**src/sv/llas_pkg.sv**
```systemverilog
`default_nettype none

package llas_pkg;

   // Field and register widths
   localparam int DIM_W      = 7;
   localparam int TOT_W      = 2 * DIM_W;
   localparam int IDX_W      = 12;
   localparam int CNT_W      = 13;
   localparam int MASK_W     = 9;
   localparam int CSR_IDX_W  = 8;
   localparam int CSR_DATA_W = 9;

   // Register indexes
   localparam logic [CSR_IDX_W-1:0] CSR_SURVIVE = 8'd0;
   localparam logic [CSR_IDX_W-1:0] CSR_BIRTH   = 8'd1;
   localparam logic [CSR_IDX_W-1:0] CSR_COLS    = 8'd2;
   localparam logic [CSR_IDX_W-1:0] CSR_ROWS    = 8'd3;

   // Register reset values
   localparam logic [MASK_W-1:0] SURVIVE_RESET = 9'h03f;
   localparam logic [MASK_W-1:0] BIRTH_RESET   = 9'h008;
   localparam logic [DIM_W-1:0]  DIM_RESET     = 7'd64;
   localparam logic [DIM_W-1:0]  DIM_MIN       = 7'd3;

   // Item modes
   localparam logic [1:0] MODE_WRITE = 2'd0;
   localparam logic [1:0] MODE_READ  = 2'd1;
   localparam logic [1:0] MODE_STEP  = 2'd2;

   typedef struct packed {
      logic [1:0]       mode;
      logic [IDX_W-1:0] cell_index;
      logic             cell_value;
   } req_type;

   typedef struct packed {
      logic             read_alive;
      logic [CNT_W-1:0] changed_count;
   } rsp_type;

   // Rule masks and clamped grid size
   typedef struct packed {
      logic [MASK_W-1:0] survive_mask;
      logic [MASK_W-1:0] birth_mask;
      logic [DIM_W-1:0]  cols;
      logic [DIM_W-1:0]  rows;
   } cfg_type;

endpackage

`default_nettype wire

```
**src/sv/llas_rsp_reg.sv**
```systemverilog
`default_nettype none

module llas_rsp_reg import llas_pkg::*; (
   input  wire logic    clock,
   input  wire logic    reset,
   input  wire logic    push_valid,
   input  wire rsp_type push_data,
   output logic         push_ready,
   output logic         rsp_valid,
   input  wire logic    rsp_stall,
   output rsp_type      rsp_data
);

   logic    full_ff, full_in;
   rsp_type data_ff, data_in;

   // One-entry output register: refills in the cycle the held item leaves
   assign push_ready = !full_ff || !rsp_stall;

   always_comb begin
      full_in = full_ff;
      data_in = data_ff;
      if (push_valid && push_ready) begin
         full_in = 1'b1;
         data_in = push_data;
      end else if (full_ff && !rsp_stall) begin
         full_in = 1'b0;
      end
   end

   always_ff @(posedge clock) begin
      if (reset) begin
         full_ff <= 1'b0;
      end else begin
         full_ff <= full_in;
      end
      data_ff <= data_in;
   end

   assign rsp_valid = full_ff;
   assign rsp_data  = data_ff;

endmodule

`default_nettype wire

```
**config.mk**
```make
export PLATFORM = sky130hd
export DESIGN_NAME = llas_rsp_reg
export DESIGN_NICKNAME = d
export VERILOG_FILES = /design/src/sv/llas_pkg.sv /design/src/sv/llas_rsp_reg.sv
export SDC_FILE = /design/constraint.sdc
export NUM_CORES = 1
export LEC_CHECK = 0
export BUFFER_PORTS_ARGS = -buffer_cell sky130_fd_sc_hd__buf_2
export CORE_UTILIZATION = 33
export CTS_CLUSTER_SIZE = 10
export DETAILED_ROUTE_END_ITERATION = 10
export PLACE_DENSITY = 0.77
export SETUP_SLACK_MARGIN = 0.5
export SYNTH_ARGS = -nofsm -noshare
export SYNTH_HDL_FRONTEND = slang
export SYNTH_SLANG_ARGS = --single-unit
```
**constraint.sdc**
```tcl
create_clock -name clock -period 1.1 [get_ports clock]
set_input_delay 0.11 -clock clock [delete_from_list [all_inputs] [get_ports clock]]
set_output_delay 0.11 -clock clock [all_outputs]
set_load 0.005 [all_outputs]
```
==> Word level (Yosys, flattened, before mapping) <==
Cells that the tools add are included.
{ "totals": {"register_bits": 15, "latchBits": 0, "mem_bits_rw": 0, "rom_bits": 0, "in_bits": 18, "output_inout_bits": 16, "word_cells": 11, "memories": 0} }
{ "classes": {"addsub": 0, "multipliers": 0, "div_mod_pow": 0, "n_lt_le_gt_ge": 0, "n_eq_ne": 0, "n_shift": 0, "n_mux": 2, "n_bitwise": 0, "reduce_logical": 6} }
{ "ops": {"columns": ["op", "count"], "rows": [
  ["$logic_and 1x1->1", 2],
  ["$logic_not 1->1", 2],
  ["$mux 1", 2],
  ["$reduce_bool 2->1", 1],
  ["$logic_or 1x1->1", 1]
]} }

==> Logic depth before layout (Yosys ltp) <==
Gate-level depths: netlist of the first run.
{ "depth": {"depth_word": 4, "depth_mapped": 2, "ltp_nobuf": 2} }

==> Least setup slack after synthesis of the first run <==
No wires, ideal clock.
{ "synth_path": {"kind": "register to register", "startpoint": "register full_ff (netlist: rsp_valid)", "endpoint": "register data_ff (netlist bit rsp_data[0]) (enable)", "t_arrival_ns": 0.806, "required_ns": 0.733, "path_slack_ns": -0.072, "path_stages_with_launch": 3, "cell_sequence": "dfxtp_1 nand2_1 and2_1"} }
{ "synth_via": {"elab_chain_cells": 3} }
{ "synth_lines": {"columns": ["element", "line", "source"], "rows": [
  ["start, declared", "llas_rsp_reg.sv:14", "logic full_ff, full_in;"],
  ["start signal, assigned", "llas_rsp_reg.sv:35", "full_ff <= full_in;"],
  ["$logic_not 1->1", "llas_rsp_reg.sv:18", "assign push_ready = !full_ff || !rsp_stall;"],
  ["$logic_or 1x1->1", "llas_rsp_reg.sv:18", null],
  ["via push_ready", "llas_rsp_reg.sv:8", "output logic push_ready,"],
  ["$logic_and 1x1->1", "llas_rsp_reg.sv:23", "if (push_valid && push_ready) begin"],
  ["end signal, assigned", "llas_rsp_reg.sv:37", "data_ff <= data_in;"],
  ["end, declared", "llas_rsp_reg.sv:15", "rsp_type data_ff, data_in;"]
]} }
The timed path passes the listed nets, and every way through them passes these cells.
A chain may end at the register's enable or synchronous reset.

==> Worst setup path after layout of the first run <==
{ "layout_path": {"startpoint": "register full_ff (netlist: rsp_valid)", "endpoint": "output push_ready"} }
{ "layout_via": {"elab_chain_cells": 2} }
{ "layout_lines": {"columns": ["element", "line"], "rows": [
  ["$logic_not 1->1", "llas_rsp_reg.sv:18"],
  ["$logic_or 1x1->1", "llas_rsp_reg.sv:18"],
  ["end, declared", "llas_rsp_reg.sv:8"]
]} }
Every way passes these cells.

==> results of run 1 <==
[kinds of logic after synthesis]
family           count (synthesis)
AND/OR/NAND/NOR                  3
AO/OA/AOI/OAI                    1
flip-flops                      15
[final cells by class]
cell class | instances | area share
flip-flops and latches | 15 | 0.635
repair buffers | 34 | 0.248
multi-input cells | 5 | 0.0522
clock buffers | 4 | 0.0378
well taps | 15 | 0.0270
[flip-flops by register name (all words and copies together), names as in the netlist]
register / cells
rsp_valid: 1
rsp_data: 14
[synthesized netlist by cell type (all sizes together)]
master	instances
edfxtp	14
nand2	1
dfxtp	1
nor2	1
a21oi	1
and2	1
[per-stage QoR]
stage,setup WS [ns],instances
2_1_floorplan,0.186,19
3_3_place_gp,0.185,67
6_report,0.190,73
5_1_grt,0.139,73
4_1_cts,0.161,72
3_5_place_dp,0.161,67
[routing by layer]
layer  GRT usage  part of all wire  vias up
li1            -                 -      151
met1       0.119              0.39      132
met2       0.171              0.50       19
met3      0.0398              0.11        0
met4      0.0517                 0        0
met5           0                 0        -
[power by group through the flow]
stage	Sequential, mW	Clock (mW)	Combinational [mW]
after CTS	0.671	0.310	0.0902
after global placement	0.684	0	0.0836
final	0.671	0.287	0.0932
after floorplan	0.690	0	0.0164
after detailed placement	0.685	0	0.0855
after global routing	0.673	0.324	0.105
[final timing paths]
path	endpoint
worst min register to register	rsp_valid$_SDFFE_PP0P_
worst max register to register	rsp_data[1]$_DFFE_PP_
worst min-delay path	rsp_valid$_SDFFE_PP0P_
worst max-delay path	push_ready
[timing repair]
action                                  in CTS  in global routing
setup buffers                                0                  1
endpoints found under the setup margin      31                 31
gates cloned                                 1                  0
resized for setup                            1                  1
endpoints found under the hold margin        4                  8
pin swaps                                    1                  0
==> results.py, run 1 <==
metrics = {
    "layout": {
        "utilization": 0.535,
        "syn2layout_area_growth_pct": 51.5,
        "seqCellArea_um2": 442,
        "fillers": 122,
        "layout_common_cells": "33 x buf_2, 14 x edfxtp_1, 3 x clkbuf_4",
        "postLayoutCellArea_um2": 696,
        "drive_gt1_frac": 0.724,
        "layout.nets": 77,
        "layout_commonest_cell": "buf_2",
        "multiInputGateArea_um2": 36.3,
        "antenna_cells": 0,
    },
    "critical_path": {
        "crit_type": "flop to output port",
        "critPathArrivalTime_ns": 0.80,
        "crit_path_max_fanout": 3,
        "start_kind": "flop",
        "critPathCaptureType": "output port",
        "slowest_stage": "dfxtp_2",
        "crit_buf_inv": 1,
        "critPathTopFamily": "flip-flops",
        "cp_num_cells": 2,
        "r2r_slack_ns": 0.22,
        "required_ns": 0.99,
        "path_cells": "nand2_2, buf_2",
        "timing.rr.start": "rsp_valid$_SDFFE_PP0P_",
        "r2r_cells": 2,
        "slowest_delay_ns": 0.35,
        "critPathLaunch": "rsp_valid$_SDFFE_PP0P_",
    },
    "yosys": {
        "yosysTopAreaCell": "edfxtp_1",
        "synth_top_family_by_area": "simple AND/OR/NAND/NOR gates",
        "synth.area.top_cells": "edfxtp_1 92%, dfxtp_1 4.4%, and2_1 1.4%",
        "syn-instance-count": 19,
        "ys_types": 6,
        "synth_area_um2": 459,
        "synth_xor_area_frac": 0,
        "ys_ff_latch": 15,
        "seq_area_frac_synth": 0.959,
        "muxShareOfSynthArea": 0,
        "syn-num-nets": 37,
        "synth_fa_ha_area_frac": 0,
        "synth_area_per_cell_um2": 24.2,
        "yosysWarnings": 0,
        "synth_top_area_frac": 0.916,
        "synth_compound_area_frac": 0.0109,
        "yosys.area_share.simple": 0.0300,
    },
    "detailed_routing": {
        "drc": 0,
        "vias_per_cell": 4.14,
        "vias": 302,
        "drtIter0Drc": 6,
        "ant_nets": 0,
        "routed_wl_um": 742,
        "first_pass_iters": 2,
        "wire_per_inst_um": 10.2,
    },
    "pwr": {
        "sw_frac_of_total": 0.185,
        "ir_drop_v": 0.000888,
        "p_per_area_mw_per_mm2": 1510,
        "total_power_mw": 1.05,
        "p_int_uw": 856,
        "p_leak_nw": 0.308,
        "p_comb_frac": 0.089,
        "seq_power_share": 0.638,
        "pwr-share-clk": 0.273,
        "p_sw_uw": 195,
    },
    "sta": {
        "hold_viol_final": 1,
        "max_freq_mhz": 1100,
        "setup-tns-final_ns": 0,
        "holdWs_ns": -0.0184,
        "max_slew_margin": 0.933,
        "slew_viol_final": 0,
        "clock_skew_ns": 0.00236,
        "tightest_slew_ns": 0.101,
        "period_share": 0.827,
        "period_minus_slack_ns": 0.910,
        "setup_viol": 0,
        "rsz0062_at_grt": "yes",
    },
    "floorplanning": {
        "core_mm2": 0.00130,
        "initial_core_util": 0.353,
        "dieArea_mm2": 0.00154,
        "dieWidth_um": 39.3,
        "placementRows": 13,
        "die_h_um": 39.3,
        "io_pins": 34,
    },
    "clock_network": {
        "clkSinkCount": 15,
        "h-tree-depth": 1,
        "insertion_delay_ns": 0.27,
        "cts_buffer_depth": 2,
        "cts_root_buf": "clkbuf_4",
        "numCtsBuffers": 3,
        "cts_tree": "done",
        "clk_pin_slew_ns": 0.08,
    },
    "grt": {
        "grt_use_total": 0.105,
        "antenna_found_initial": 0,
        "grt_pass1_wl_um": 1010,
        "gr-total-overflow": 0,
        "grt_pass1_vias": 255,
        "grt_max_degree": 9,
    },
    "run_status": {
        "outcome": "complete, but fails checks",
        "violations": "negative hold slack",
    },
    "placement": {
        "place.gp.congestion": 0.618,
        "postPlaceCellArea_um2": 649,
        "io_buffers": 33,
        "hpwlAfterDp_um": 570,
    },
    "min_path": {
        "hold_depth": 2,
        "hp-start": "reset",
        "min_path_type": "input pin to flop",
    },
    "job": {
        "drv_cap": 0,
    },
}
No activity file was read; power rests on OpenSTA's default activity.
==> inputs of run 2 (changes only) <==
--- a/config.mk
+++ b/config.mk
@@ -6,9 +6,10 @@
 export NUM_CORES = 1
 export LEC_CHECK = 0
 export BUFFER_PORTS_ARGS = -buffer_cell sky130_fd_sc_hd__buf_2
-export CORE_UTILIZATION = 33
+export CORE_AREA = 2 2 39 41
 export CTS_CLUSTER_SIZE = 10
 export DETAILED_ROUTE_END_ITERATION = 10
+export DIE_AREA = 0 0 41 43
 export PLACE_DENSITY = 0.77
 export SETUP_SLACK_MARGIN = 0.5
 export SYNTH_ARGS = -nofsm -noshare
==> constraint.sdc (replaced) <==
create_clock -name clock -period 0.85 [get_ports clock]
set_input_delay 0.085 -clock clock [delete_from_list [all_inputs] [get_ports clock]]
set_output_delay 0.085 -clock clock [all_outputs]
set_load 0.005 [all_outputs]
==> run 2 against run 1 <==
Net effect:
- the run ends with negative hold slack, negative setup slack left
- clock skew up 0.0048 ns
- non-clock buffer count up 1
- global-route usage up 1.1 points
- sequential share of layout area down 1.1 points
- highest routed layer is now met4
==> results.py, run 2 (synthesized netlist as in run 1, its figures left out) <==
metrics = {
    "grt": {
        "grt_max_degree": 9,
        "gr-total-overflow": 0,
        "grt_use_total": 0.115,
        "grt_pass1_wl_um": 1260,
        "grt_pass1_vias": 317,
        "antenna_found_initial": 0,
    },
    "clock_network": {
        "cts_tree": "done",
        "insertion_delay_ns": 0.27,
        "clk_pin_slew_ns": 0.08,
        "clkSinkCount": 15,
        "h-tree-depth": 1,
        "cts_buffer_depth": 2,
        "cts_root_buf": "clkbuf_4",
        "numCtsBuffers": 3,
    },
    "sta": {
        "period_share": 1.05,
        "setup_viol": 19,
        "period_minus_slack_ns": 0.896,
        "tightest_slew_ns": 0.105,
        "clock_skew_ns": 0.00715,
        "holdWs_ns": -0.0412,
        "slew_viol_final": 0,
        "max_freq_mhz": 1120,
        "max_slew_margin": 0.930,
        "hold_viol_final": 15,
        "fin_ws_ns": -0.0464,
        "rsz0062_at_grt": "yes",
    },
    "floorplanning": {
        "die_h_um": 43,
        "placementRows": 14,
        "io_pins": 34,
        "core_mm2": 0.00138,
        "initial_core_util": 0.332,
        "dieWidth_um": 41,
        "dieArea_mm2": 0.00176,
    },
    "critical_path": {
        "path_cells": "nand2_2, buf_2",
        "crit_path_max_fanout": 3,
        "critPathArrivalTime_ns": 0.81,
        "crit_type": "flop to output port",
        "required_ns": 0.76,
        "slowest_delay_ns": 0.35,
        "start_kind": "flop",
        "slowest_stage": "dfxtp_2",
        "critPathCaptureType": "output port",
    },
    "layout": {
        "layout.nets": 78,
        "layout_common_cells": "33 x buf_2, 14 x edfxtp_1, 3 x clkbuf_4",
        "final_cells": 75,
        "antenna_cells": 0,
        "layout_commonest_cell": "buf_2",
        "syn2layout_area_growth_pct": 54.2,
        "drive_gt1_frac": 0.729,
        "largest_reg_flops": 14,
        "fillers": 126,
    },
    "detailed_routing": {
        "drtIter0Drc": 2,
        "first_pass_iters": 4,
        "vias_per_cell": 4.17,
        "drc": 0,
        "wire_per_inst_um": 11.2,
        "vias": 313,
        "ant_nets": 0,
        "routed_wl_um": 841,
    },
    "pwr": {
        "ir_drop_v": 0.000836,
        "p_per_area_mw_per_mm2": 1950,
        "total_power_mw": 1.38,
        "p_leak_nw": 0.314,
    },
    "placement": {
        "place.gp.congestion": 0.670,
        "dp_slack_ns": -0.0929,
        "io_buffers": 33,
        "dp_cells": 68,
    },
    "min_path": {
        "min_path_type": "input pin to flop",
    },
    "run_status": {
        "violations": "negative hold slack, negative setup slack",
        "outcome": "complete, but fails checks",
    },
    "job": {
        "drv_cap": 0,
    },
}
## run 2: layer usage
metal	GRT usage	vias to the layer above	routed length, um
met5	0	-	0
met4	0.120	0	8
met3	0.0419	2	142
met2	0.147	24	360
met1	0.137	134	329
li1	-	153	-
## run 2: path summary, 6_finish.rpt
| path | start | slack, ns | to | cells past startpoint |
|---|---|---|---|---|
| hold / removal | reset | -0.04 | rsp_valid$_SDFFE_PP0P_ | 2 |
| setup reg to reg | rsp_valid$_SDFFE_PP0P_ | -0.04 | rsp_data[1]$_DFFE_PP_ | 2 |
| hold reg to reg | rsp_valid$_SDFFE_PP0P_ | 0.69 | rsp_valid$_SDFFE_PP0P_ | 4 |
| setup / recovery | rsp_valid$_SDFFE_PP0P_ | -0.05 | push_ready | 2 |
## run 2: repair_timing
| action | in CTS | in global routing |
|---|---|---|
| setup buffers | 2 | 0 |
| pin swaps | 3 | 2 |
| cloned | 1 | 0 |
| setup endpoints to repair | 31 | 31 |
| gates resized for setup | 3 | 0 |
| endpoints found under the hold margin | 15 | 15 |
## run 2: final cells by class
cell class                      count  area [um^2]  share of cell area
Tap cell                           16         20.0              0.0283
Timing Repair Buffer               35          184               0.260
Sequential cell                    15          442               0.624
Multi-Input combinational cell      5         36.3              0.0512
Clock buffer                        4         26.3              0.0371
## run 2: metrics by stage
stage | util | setup TNS (ns) | hold WS, ns | instance area, um^2
CTS | 0.512 | -0.771 | -0.0636 | 708
finish | 0.512 | -0.548 | -0.0412 | 708
global placement | 0.470 | -1.02 | 0.233 | 651
global route | 0.512 | -1.82 | -0.0520 | 708
floorplan | - | -0.901 | 0.150 | 465
detailed placement | 0.470 | -1.30 | 0.244 | 651
## run 2: critical path: cells and delay by family, from the launching register on
kind	cells	cell delay, ns
flops	1	0.35
buf+inv	1	0.13
simple gates	1	0.07
## run 2: power by group
| part | internal [mW] | switching (mW) |
|---|---|---|
| clock network | 0.182 | 0.204 |
| logic | 0.0742 | 0.0548 |
| registers | 0.857 | 0.00976 |
| total | 1.11 | 0.269 |
==> inputs of run 3 (changes only) <==
--- a/config.mk
+++ b/config.mk
@@ -5,12 +5,13 @@
 export SDC_FILE = /design/constraint.sdc
 export NUM_CORES = 1
 export LEC_CHECK = 0
+export ABC_AREA = 1
 export BUFFER_PORTS_ARGS = -buffer_cell sky130_fd_sc_hd__buf_2
 export CORE_AREA = 2 2 39 41
 export CTS_CLUSTER_SIZE = 10
 export DETAILED_ROUTE_END_ITERATION = 10
 export DIE_AREA = 0 0 41 43
-export PLACE_DENSITY = 0.77
+export PLACE_DENSITY = 0.78
 export SETUP_SLACK_MARGIN = 0.5
 export SYNTH_ARGS = -nofsm -noshare
 export SYNTH_HDL_FRONTEND = slang
==> run 3 against run 2 <==
Net effect:
- flip-flop and latch count unchanged
- design area grew 5.8%
- largest power group unchanged
- power is 1.1% higher
- clock power down 1%
- hold slack got worse by 0.010 ns
- register-to-register slack worse by 0.06 ns
- highest routed layer unchanged
- critical path depth is 1 higher
- the run still ends with negative hold slack, negative setup slack left
- setup slack got worse by 0.075 ns
- sequential power is essentially flat
- largest cell class unchanged
- maximum frequency fell by 7.8%
- non-clock buffer count grew 2
- first-iteration DRC count down 100%
==> results.py, run 3 <==
metrics = {
    "floorplanning": {
        "dieWidth_um": 41,
        "io_pins": 34,
        "core_mm2": 0.00138,
        "placementRows": 14,
        "dieArea_mm2": 0.00176,
        "initial_core_util": 0.335,
        "die_h_um": 43,
    },
    "detailed_routing": {
        "wl_met3_um": 173,
        "highest_layer": "met4",
        "routed_wl_um": 918,
        "wire_per_inst_um": 12.1,
        "drc": 0,
        "drtIter0Drc": 0,
        "vias_per_cell": 4.25,
        "ant_nets": 0,
        "wl_met2_um": 381,
        "wl_met1_um": 352,
        "first_pass_iters": 1,
        "vias": 323,
    },
    "yosys": {
        "syn-num-nets": 37,
        "synth_top_family_by_area": "compound AO/OA/AOI/OAI gates",
        "yosysTopAreaCell": "edfxtp_1",
        "synth_compound_area_frac": 0.0296,
        "seq_area_frac_synth": 0.949,
        "async_flop_share": 0,
        "synth_area_per_cell_um2": 24.4,
        "synth_fa_ha_area_frac": 0,
        "yosys.area_share.simple": 0.0135,
        "ys_types": 6,
        "yosysMostFrequentCell": "edfxtp_1",
        "ys_ff_latch": 15,
        "synth_area_um2": 464,
        "muxShareOfSynthArea": 0,
        "synth_xor_area_frac": 0,
        "syn-instance-count": 19,
        "ys.flop_type": "edfxtp_1",
        "synth.area.top_cells": "edfxtp_1 91%, dfxtp_1 4.3%, a21oi_2 1.9%",
        "synth_top_area_frac": 0.906,
        "yosysWarnings": 0,
        "synth-edff-count": 14,
    },
    "sta": {
        "max_slew_margin": 0.901,
        "setup_viol": 24,
        "tightest_slew_ns": 0.148,
        "holdWs_ns": -0.0516,
        "fin_ws_ns": -0.122,
        "period_minus_slack_ns": 0.972,
        "clock_skew_ns": 0.00124,
        "rsz0062_at_grt": "yes",
        "slew_viol_final": 0,
        "hold_viol_final": 14,
        "max_freq_mhz": 1030,
        "period_share": 1.14,
    },
    "clock_network": {
        "insertion_delay_ns": 0.27,
        "cts_root_buf": "clkbuf_4",
        "clkSinkCount": 15,
        "h-tree-depth": 1,
        "numCtsBuffers": 3,
        "cts_buffer_depth": 2,
        "cts_tree": "done",
        "clk_pin_slew_ns": 0.08,
    },
    "pwr": {
        "seq_power_share": 0.622,
        "p_int_mw": 1.12,
        "p_leak_nw": 0.337,
        "p_per_area_mw_per_mm2": 1860,
        "sw_frac_of_total": 0.201,
        "ir_drop_v": 0.000792,
        "p_sw_uw": 281,
        "p_comb_frac": 0.106,
        "pwr-share-clk": 0.273,
    },
    "min_path": {
        "min_path_type": "input pin to flop",
    },
    "layout": {
        "layout.nets": 79,
        "multiInputGateArea_um2": 36.3,
        "largest_reg_flops": 14,
        "antenna_cells": 0,
        "postLayoutCellArea_um2": 749,
        "layout_commonest_cell": "buf_2",
        "drive_gt1_frac": 0.750,
        "syn2layout_area_growth_pct": 61.5,
        "seqCellArea_um2": 444,
        "fillers": 119,
        "layout_common_cells": "32 x buf_2, 14 x edfxtp_1, 3 x clkbuf_4",
    },
    "critical_path": {
        "path_cells": "buf_6, nand2_4, buf_6",
        "critPathTopFamily": "flip-flops",
        "critPathArrivalTime_ns": 0.89,
        "required_ns": 0.76,
        "start_kind": "flop",
        "slowest_stage": "dfxtp_4",
        "slowest_delay_ns": 0.37,
        "critPathCaptureType": "output port",
        "crit_path_max_fanout": 2,
        "crit_buf_inv": 2,
        "path_common_cell": "buf_6",
        "crit_type": "flop to output port",
    },
    "grt": {
        "antenna_found_initial": 0,
        "gr-total-overflow": 0,
        "grt_use_total": 0.117,
        "grt_pass1_vias": 332,
        "grt_max_degree": 15,
        "grt_pass1_wl_um": 1290,
    },
    "placement": {
        "postPlaceCellArea_um2": 689,
        "io_buffers": 33,
        "place.gp.congestion": 0.661,
    },
    "run_status": {
        "outcome": "complete, but fails checks",
        "violations": "negative hold slack, negative setup slack",
    },
    "job": {
        "drv_cap": 0,
    },
}
-- run 3: cells by family (layout without fill, tap and decap cells) --
kind of cell           Yosys count  count (layout)
flip-flops                      15              15
AO/OA/AOI/OAI                    2               2
AND/OR/NAND/NOR                  1               1
buffers and inverters            1              42
-- run 3: repair_timing --
item                       CTS  global route
buffers inserted             1             1
setup endpoints to repair   31            31
resized for setup            3             1
hold endpoints to repair    15            15
-- run 3: final timing paths --
check / start / end / slack [ns] / cells past startpoint
worst min-delay path: reset / rsp_valid$_SDFFE_PP0P_ / -0.05 / 2
worst min register to register: rsp_valid$_SDFFE_PP0P_ / rsp_data[12]$_DFFE_PP_ / 0.74 / 2
worst max register to register: rsp_valid$_SDFFE_PP0P_ / rsp_data[11]$_DFFE_PP_ / -0.10 / 2
worst max-delay path: rsp_valid$_SDFFE_PP0P_ / push_ready / -0.12 / 3
-- run 3: layer usage --
metal  track usage  up-vias
met2         0.169       34
met3        0.0471        2
met4         0.100        0
li1              -      155
met1         0.125      132
met5             0        -
-- run 3: power by group through the flow --
stage          registers (mW)  clock network (mW)  logic, mW
6_report                0.868               0.381      0.147
4_1_cts                 0.870               0.405      0.147
3_5_place_dp            0.886                   0      0.137
3_3_place_gp            0.886                   0      0.133
2_1_floorplan           0.895                   0     0.0231
5_1_grt                 0.873               0.434      0.163
-- run 3: per-stage QoR --
stage	setup TNS (ns)	power [mW]	cells	util	setup slack, ns
after floorplan	-2.22	0.918	19	-	-0.158
after global placement	-0.926	1.02	70	0.498	-0.0663
after detailed placement	-1.14	1.02	70	0.498	-0.0816
after CTS	-1.84	1.42	75	0.534	-0.140
after global routing	-2.86	1.47	76	0.542	-0.160
final	-1.84	1.40	76	0.542	-0.122
-- run 3: cell type report --
class | count | share of cell area
clock inverter | 1 | 0.00668
tap | 16 | 0.0267
clock buffer | 3 | 0.0301
sequential | 15 | 0.593
multi-input combinational | 3 | 0.0484
inverter | 1 | 0.00501
timing repair buffer | 37 | 0.290
